==> src/hw/rtl/smss_pkg.sv <==
// ----------------------------------------------------------------------------
// smss_pkg
// Shared types and constants for the sensor matrix scan sequencer.
// ----------------------------------------------------------------------------
package smss_pkg;

  localparam int unsigned MAX_SIDE  = 16;
  localparam int unsigned CNT_W     = $clog2(MAX_SIDE);
  localparam int unsigned SIDE_W    = CNT_W + 1;
  localparam int unsigned CFG_IDX_W = 2;
  localparam int unsigned CFG_DAT_W = 5;

  localparam logic [7:0] COL_BASE = 8'd64;
  localparam logic [7:0] ROW_BASE = 8'd32;
  localparam logic [7:0] MUX_IDLE = 8'd0;

  localparam logic [1:0] ONE_WRITE = 2'd1;
  localparam logic [1:0] TWO_WRITES = 2'd2;

  localparam logic [CFG_IDX_W-1:0] REG_SIDE_COUNT = CFG_IDX_W'(0);
  localparam logic [CFG_IDX_W-1:0] REG_ORDER_MODE = CFG_IDX_W'(1);

  typedef struct packed {
    logic [CNT_W-1:0] row;
    logic [CNT_W-1:0] step;
    logic [CNT_W-1:0] col;
  } scan_state_t;

  typedef struct packed {
    logic [7:0] frame_index;
    logic [7:0] stored_sample;
    logic [7:0] mux_first;
    logic [7:0] mux_second;
    logic [1:0] mux_write_count;
    logic       frame_done;
  } result_t;

endpackage

==> src/hw/rtl/smss_ifs.sv <==
// ----------------------------------------------------------------------------
// smss channel interfaces
// Valid/ready channels for samples in and tagged results out.
// ----------------------------------------------------------------------------
interface smss_in_if;
  logic       valid;
  logic       ready;
  logic [7:0] sample;

  modport source (output valid, output sample, input ready);
  modport sink (input valid, input sample, output ready);
endinterface

interface smss_out_if;
  logic       valid;
  logic       ready;
  logic [7:0] frame_index;
  logic [7:0] stored_sample;
  logic [7:0] mux_first;
  logic [7:0] mux_second;
  logic [1:0] mux_write_count;
  logic       frame_done;

  modport source (
    output valid, output frame_index, output stored_sample, output mux_first,
    output mux_second, output mux_write_count, output frame_done, input ready
  );
  modport sink (
    input valid, input frame_index, input stored_sample, input mux_first,
    input mux_second, input mux_write_count, input frame_done, output ready
  );
endinterface

==> src/hw/rtl/sensor_matrix_scan_sequencer.sv <==
// ----------------------------------------------------------------------------
// sensor_matrix_scan_sequencer
// Tags converted matrix samples with their frame position and produces the
// next row/column multiplexer words.
// ----------------------------------------------------------------------------
// Usage:
//   in_chan carries one converted sample per request; out_chan returns one
//   result per sample: frame index, the sample, one or two mux words and a
//   frame-done flag. A sample passes an input register and a result
//   register, so its result is offered once it has moved from the input
//   register into the result register. Throughput is one sample per cycle
//   while the receiver takes results; the limit is the single counter
//   update per sample, which runs between those two registers.
//   cfg_we/cfg_index/cfg_wdata write side_count (index 0) and order_mode
//   (index 1); writes to other indexes are ignored. Change them only while
//   no sample is in flight.
//   Reset clears the counters to the first crossing, sets side 16 and
//   linear order, and empties both registers.
//   When the receiver stalls the result register holds, the input register
//   still takes one more sample, and then in_chan.ready drops.
// ----------------------------------------------------------------------------
module sensor_matrix_scan_sequencer
  import smss_pkg::*;
(
  input  logic                 clk,
  input  logic                 rst_n,
  smss_in_if.sink              in_chan,
  smss_out_if.source           out_chan,
  input  logic                 cfg_we,
  input  logic [CFG_IDX_W-1:0] cfg_index,
  input  logic [CFG_DAT_W-1:0] cfg_wdata
);

  logic                 s1_valid_r, s1_valid_nxt;
  logic [7:0]           s1_sample_r;
  logic                 out_valid_r, out_valid_nxt;
  result_t              out_r;
  scan_state_t          state_r, state_nxt;
  logic [CFG_DAT_W-1:0] side_r;
  logic                 order_r;
  result_t              step_result;
  scan_state_t          step_state;
  logic                 in_fire;
  logic                 adv;

  smss_step u_step (
    .side_count (side_r),
    .order_mode (order_r),
    .state_cur  (state_r),
    .sample     (s1_sample_r),
    .result     (step_result),
    .state_nxt  (step_state)
  );

  assign adv = s1_valid_r && (!out_valid_r || out_chan.ready);
  assign in_chan.ready = !s1_valid_r || adv;
  assign in_fire = in_chan.valid && in_chan.ready;

  always_comb begin
    s1_valid_nxt = in_fire ? 1'b1 : (adv ? 1'b0 : s1_valid_r);
    out_valid_nxt = adv ? 1'b1 : (out_chan.ready ? 1'b0 : out_valid_r);
    state_nxt = adv ? step_state : state_r;
  end

  always_ff @(posedge clk) begin
    if (!rst_n) begin
      s1_valid_r <= 1'b0;
      out_valid_r <= 1'b0;
      state_r <= '0;
      side_r <= CFG_DAT_W'(MAX_SIDE);
      order_r <= 1'b0;
    end else begin
      s1_valid_r <= s1_valid_nxt;
      out_valid_r <= out_valid_nxt;
      state_r <= state_nxt;
      if (cfg_we) begin
        unique case (cfg_index)
          REG_SIDE_COUNT: side_r <= cfg_wdata;
          REG_ORDER_MODE: order_r <= cfg_wdata[0];
          default: ;
        endcase
      end
    end
  end

  always_ff @(posedge clk) begin
    if (in_fire) begin
      s1_sample_r <= in_chan.sample;
    end
    if (adv) begin
      out_r <= step_result;
    end
  end

  assign out_chan.valid = out_valid_r;
  assign out_chan.frame_index = out_r.frame_index;
  assign out_chan.stored_sample = out_r.stored_sample;
  assign out_chan.mux_first = out_r.mux_first;
  assign out_chan.mux_second = out_r.mux_second;
  assign out_chan.mux_write_count = out_r.mux_write_count;
  assign out_chan.frame_done = out_r.frame_done;

  // a frame end returns the scan to the first crossing
  a_frame_restart: assert property (@(posedge clk) disable iff (!rst_n)
    adv && step_result.frame_done |=> state_r == '0)
    else $error("counters not cleared after frame end");

  // a row end restarts step and column
  a_row_restart: assert property (@(posedge clk) disable iff (!rst_n)
    adv && step_result.mux_write_count == TWO_WRITES |=>
      state_r.step == '0 && state_r.col == '0)
    else $error("step or column not cleared at row end");

  // a held sample is never dropped
  a_s1_hold: assert property (@(posedge clk) disable iff (!rst_n)
    s1_valid_r && !adv |=> s1_valid_r && $stable(s1_sample_r))
    else $error("pending sample lost");

  // an empty result register never blocks input
  a_ready_free: assert property (@(posedge clk) disable iff (!rst_n)
    !out_valid_r |-> in_chan.ready)
    else $error("input stalled with empty result register");

  // counters only move when a result is produced
  a_state_quiet: assert property (@(posedge clk) disable iff (!rst_n)
    !adv |=> $stable(state_r))
    else $error("counters changed without a sample");

endmodule

==> src/hw/rtl/smss_step.sv <==
// ----------------------------------------------------------------------------
// smss_step
// One scan step: tags a sample and advances the row/step/column counters.
// ----------------------------------------------------------------------------
module smss_step
  import smss_pkg::*;
(
  input  logic [CFG_DAT_W-1:0] side_count,
  input  logic                 order_mode,
  input  scan_state_t          state_cur,
  input  logic [7:0]           sample,
  output result_t              result,
  output scan_state_t          state_nxt
);

  logic [SIDE_W-1:0] side_clamp;
  logic [SIDE_W-1:0] side;
  logic [CNT_W-1:0]  half_m1;
  logic [CNT_W-1:0]  side_m1;
  logic [SIDE_W-1:0] step_inc;
  logic [SIDE_W-1:0] row_inc;
  logic [CNT_W+SIDE_W-1:0] idx_full;
  logic [CNT_W-1:0]  col_nxt;

  always_comb begin
    // clamp, round down to even, floor at two
    side_clamp = (side_count > CFG_DAT_W'(MAX_SIDE)) ? SIDE_W'(MAX_SIDE)
                                                      : SIDE_W'(side_count);
    side = {side_clamp[SIDE_W-1:1], 1'b0};
    if (side < SIDE_W'(2)) begin
      side = SIDE_W'(2);
    end
    half_m1 = CNT_W'((side >> 1) - SIDE_W'(1));
    side_m1 = CNT_W'(side - SIDE_W'(1));
    step_inc = SIDE_W'(state_cur.step) + SIDE_W'(1);
    row_inc = SIDE_W'(state_cur.row) + SIDE_W'(1);
    idx_full = state_cur.row * side + (CNT_W+SIDE_W)'(state_cur.step);

    if (!order_mode) begin
      col_nxt = state_cur.col + CNT_W'(1);
    end else begin
      priority if (state_cur.col > half_m1) begin
        col_nxt = state_cur.col - CNT_W'(1);
      end else if (state_cur.col == half_m1) begin
        col_nxt = side_m1;
      end else begin
        col_nxt = state_cur.col + CNT_W'(1);
      end
    end

    result.frame_index = idx_full[7:0];
    result.stored_sample = sample;
    state_nxt = '0;

    if (step_inc >= side) begin
      if (row_inc >= side) begin
        result.mux_first = MUX_IDLE;
        result.mux_second = MUX_IDLE;
        result.mux_write_count = ONE_WRITE;
        result.frame_done = 1'b1;
      end else begin
        // row end: column word back to base, then the new row word
        state_nxt.row = row_inc[CNT_W-1:0];
        result.mux_first = COL_BASE;
        result.mux_second = ROW_BASE + 8'(row_inc[CNT_W-1:0]);
        result.mux_write_count = TWO_WRITES;
        result.frame_done = 1'b0;
      end
    end else begin
      state_nxt.row = state_cur.row;
      state_nxt.step = step_inc[CNT_W-1:0];
      state_nxt.col = col_nxt;
      result.mux_first = COL_BASE + 8'(col_nxt);
      result.mux_second = MUX_IDLE;
      result.mux_write_count = ONE_WRITE;
      result.frame_done = 1'b0;
    end
  end

endmodule
==> src/flat_wrapper.sv <==
// flat-port wrapper written by rule: the top's interface ports become plain ports
module sensor_matrix_scan_sequencer_flat import smss_pkg::*;
  (clk, rst_n, cfg_we, cfg_index, cfg_wdata, in_chan_valid, in_chan_sample, in_chan_ready, out_chan_valid, out_chan_frame_index, out_chan_stored_sample, out_chan_mux_first, out_chan_mux_second, out_chan_mux_write_count, out_chan_frame_done, out_chan_ready);
  smss_in_if in_chan_i ();
  smss_out_if out_chan_i ();
  input  logic clk;
  input  logic rst_n;
  input  logic cfg_we;
  input  logic [CFG_IDX_W-1:0] cfg_index;
  input  logic [CFG_DAT_W-1:0] cfg_wdata;
  input wire logic [$bits(in_chan_i.valid)-1:0] in_chan_valid;
  input wire logic [$bits(in_chan_i.sample)-1:0] in_chan_sample;
  output wire logic [$bits(in_chan_i.ready)-1:0] in_chan_ready;
  output wire logic [$bits(out_chan_i.valid)-1:0] out_chan_valid;
  output wire logic [$bits(out_chan_i.frame_index)-1:0] out_chan_frame_index;
  output wire logic [$bits(out_chan_i.stored_sample)-1:0] out_chan_stored_sample;
  output wire logic [$bits(out_chan_i.mux_first)-1:0] out_chan_mux_first;
  output wire logic [$bits(out_chan_i.mux_second)-1:0] out_chan_mux_second;
  output wire logic [$bits(out_chan_i.mux_write_count)-1:0] out_chan_mux_write_count;
  output wire logic [$bits(out_chan_i.frame_done)-1:0] out_chan_frame_done;
  input wire logic [$bits(out_chan_i.ready)-1:0] out_chan_ready;
  assign in_chan_i.valid = in_chan_valid;
  assign in_chan_i.sample = in_chan_sample;
  assign in_chan_ready = in_chan_i.ready;
  assign out_chan_valid = out_chan_i.valid;
  assign out_chan_frame_index = out_chan_i.frame_index;
  assign out_chan_stored_sample = out_chan_i.stored_sample;
  assign out_chan_mux_first = out_chan_i.mux_first;
  assign out_chan_mux_second = out_chan_i.mux_second;
  assign out_chan_mux_write_count = out_chan_i.mux_write_count;
  assign out_chan_frame_done = out_chan_i.frame_done;
  assign out_chan_i.ready = out_chan_ready;
  sensor_matrix_scan_sequencer u_core (.clk(clk), .rst_n(rst_n), .in_chan(in_chan_i), .out_chan(out_chan_i), .cfg_we(cfg_we), .cfg_index(cfg_index), .cfg_wdata(cfg_wdata));
endmodule
==> config.mk <==
export PLATFORM = sky130hd
export DESIGN_NAME = sensor_matrix_scan_sequencer_flat
export DESIGN_NICKNAME = d
export VERILOG_FILES = /design/src/hw/rtl/smss_pkg.sv /design/src/hw/rtl/smss_ifs.sv /design/src/hw/rtl/sensor_matrix_scan_sequencer.sv /design/src/hw/rtl/smss_step.sv /design/src/flat_wrapper.sv
export SDC_FILE = /design/constraint.sdc
export NUM_CORES = 1
export LEC_CHECK = 0
export BUFFER_PORTS_ARGS = -buffer_cell sky130_fd_sc_hd__buf_2
export CORE_MARGIN = 8
export CORE_UTILIZATION = 51
export CTS_CLUSTER_DIAMETER = 40
export CTS_CLUSTER_SIZE = 16
export DETAILED_ROUTE_END_ITERATION = 10
export PLACE_DENSITY = 0.74
export SYNTH_ARGS = -nofsm -noshare
export SYNTH_HDL_FRONTEND = slang
export SYNTH_SLANG_ARGS = --single-unit
==> constraint.sdc <==
create_clock -name clk -period 9.3 [get_ports clk]
set_input_delay 1.86 -clock clk [delete_from_list [all_inputs] [get_ports clk]]
set_output_delay 1.86 -clock clk [all_outputs]
set_load 0.005 [all_outputs]
==> flow_summary.toml <==
[floorplanning]
ios = 57
die_x_um = 95.0
fp.dieH_um = 95.0
start_util = 0.531
rows = 28
core_mm2 = 0.00599
dieArea_mm2 = 0.00902

[clocking]
cts.path.max_buffers = 2
cts_resized = 0
hold_buffers = 0
post_cts_buffers = 0
cts_root_buf = "clkbuf_8"
cts_tree = "done"
clk_latency_ns = 0.32
path_clk_slew_ns = 0.10
numCtsBuffers = 5
clock_sinks = 56
h-tree-depth = 2

[synth]
ys.flop_type = "edfxtp_1"
synth_cells = 290
synth_seq_cells = 56
yosysUniqueCellTypes = 48
ys_warn_count = 0
ys_seq_area_frac = 0.469
synth-async-reset-ratio = 0
synth_edf_count = 37
syn_area_per_cell_um2 = 11.0
synthesis.area_mm2 = 0.00318

[place]
place_hpwl_mm = 4.53
dpl_worst_slack_ns = 5.05
place_area_mm2 = 0.00347
portBuffers = 50
place_congestion = 0.918
placed_cells = 407

[global_routing]
antenna_found_initial = 0
grt_first_pass_wirelength_mm = 9.83
grt_overflow = 0
grt_pass1_vias = 2128
track_usage = 0.137
grt_max_degree = 36

[sta]
rsz0062_at_grt = "false"
hold_viol = 0
fin_worst_skew_ns = 0.0108
fin_tns_setup_ns = 0
final.period_utilization = 0.458
worstMarginPinSlew_ns = 0.528
drv_slew = 0
max_freq_mhz = 235
min_period_ns = 4.26
slew_headroom = 0.647
finalWorstSetupSlack_ns = 5.04
finalSetupViolations = 0

[detailed_routing]
drt_pass1_iterations = 4
drtIter0Drc = 74
routedWlPerCell_um = 14.3
finalWirelength_mm = 5.93
drc = 0
ant_nets = 0
via_count = 2188
via_per_inst = 5.27

[flow_run]
cap_violations = 0

[power_and_ir_drop]
peakVddDrop_mv = 0.0876
power.share.sequential = 0.611
power_frac_comb = 0.085
leakagePower_nw = 1.59
p_int_mw = 0.347
power.density_mw_per_mm2 = 129
power_switching_mw = 0.111
switching_share = 0.243
clockPowerShare = 0.304

[status]
status = "finished, final reports clean"

[cells_and_area]
nets = 397
finalInstanceArea_mm2 = 0.00356
instances_no_fill = 415
layout-area-overhead-vs-synth_pct = 12.0
drive_above_1_share = 0.206
nFillCells = 510
insertedDiodeCount = 0

[worst_hold_path]
min_path_type = "register to register"

[worst_setup_path]
required_ns = 7.44
worstSetupStartpointType = "primary input"
worstPathArrival_ns = 2.40
critical_path_class = "primary input to output port"
cp-end-kind = "output port"
critPathMaxFanout = 4
==> final cells by class <==
cell class	instances	area [um^2]	share of cell area
clock buffers	5	68.8	0.0193
clock inverters	3	25.0	0.00703
inverters	26	97.6	0.0274
multi-input cells	199	1530	0.429
flip-flops and latches	56	1490	0.419
well taps	75	93.8	0.0264
repair buffers	51	258	0.0724
==> power groups by stage <==
stage	clock (mW)	combinational (mW)	sequential (mW)
detailed placement	0	0.0392	0.286
global route	0.152	0.0438	0.281
finish	0.139	0.0388	0.280
global placement	0	0.0376	0.285
floorplan	0	0.0252	0.285
CTS	0.144	0.0393	0.280
==> state kept, by name, summed over array words and instances (netlist names), 2 cells and up <==
signal and cells:
u_core.out_chan.mux_second 5, u_core.out_chan.frame_index 8, u_core.state_r 12, u_core.out_chan.stored_sample 8
u_core.out_chan.mux_write_count 2, u_core.side_r 4, u_core.s1_sample_r 8, u_core.out_chan.mux_first 5
==> layout by cell type, fill, tap and decap left out, drive strengths merged, types with 4 or more instances in the layout <==
cell type	Yosys	final
buf	7	51
edfxtp	37	37
ha	33	33
inv	26	28
nand2	24	24
dfxtp	19	19
and2	14	14
nor2	12	12
nor2b	11	11
xnor2	10	10
a21oi	10	10
nand3	8	8
conb	2	7
xor2	6	6
o21a	5	5
o211ai	5	5
fa	5	5
clkbuf	7	5
and3	5	5
nor3	4	4
o22ai	4	4
==> worst max-delay path, stage by stage <==
cell	delay (ns)
buf_2	0.09
nor2b_1	0.20
nand2_1	0.10
buf_2	0.14
==> cells in the mapped netlist (4+ instances only) <==
master,instances,area (um^2)
edfxtp_1,37,1110
ha_1,33,413
inv_1,26,97.6
nand2_1,24,90.1
dfxtp_1,19,380
and2_1,12,75.1
nor2_1,11,41.3
nor2b_1,11,68.8
a21oi_1,10,50.1
xnor2_1,10,87.6
nand3_1,8,40.0
clkbuf_1,7,26.3
buf_4,6,45.0
xor2_1,6,52.6
fa_1,5,100
o211ai_1,5,37.5
o21a_1,5,37.5
nor3_1,4,20.0
o22ai_1,4,25.0
==> final timing paths <==
check | start | end | slack (ns) | cells past startpoint
hold reg to reg | u_core.s1_sample_r[6] | u_core.out_chan.stored_sample[6] | 0.43 | 0
setup / recovery | out_chan_ready | in_chan_ready | 5.04 | 4
setup reg to reg | u_core.side_r[4] | u_core.out_chan.frame_index[7] | 5.90 | 11
hold / removal | u_core.s1_sample_r[6] | u_core.out_chan.stored_sample[6] | 0.43 | 0
==> per-stage QoR <==
| step | power (mW) | hold slack [ns] | utilization |
|---|---|---|---|
| 2_1_floorplan | 0.310 | 0.400 | - |
| 4_1_cts | 0.463 | 0.433 | 0.594 |
| 3_5_place_dp | 0.325 | 0.408 | 0.579 |
| 6_report | 0.458 | 0.429 | 0.594 |
| 3_3_place_gp | 0.323 | 0.401 | 0.579 |
| 5_1_grt | 0.477 | 0.446 | 0.594 |
==> metal layers <==
layer	vias to the layer above	track usage	part of all wire	wire, um
li1	1101	-	-	-
met1	1022	0.162	0.44	2620
met2	53	0.225	0.47	2810
met3	12	0.0405	0.062	367
met4	0	0.0624	0.022	131
met5	-	0	0	0
==> cells by family after synthesis <==
logic type | Yosys count | share of synthesized area
compound gates | 44 | 0.102
xor+xnor | 16 | 0.0441
fa+ha+maj | 38 | 0.161
buf+inv | 40 | 0.0567
flops | 56 | 0.469
mux | 3 | 0.00945
other cells | 2 | 0.00236
simple gates | 91 | 0.155
No activity file was read; power rests on OpenSTA's default activity.
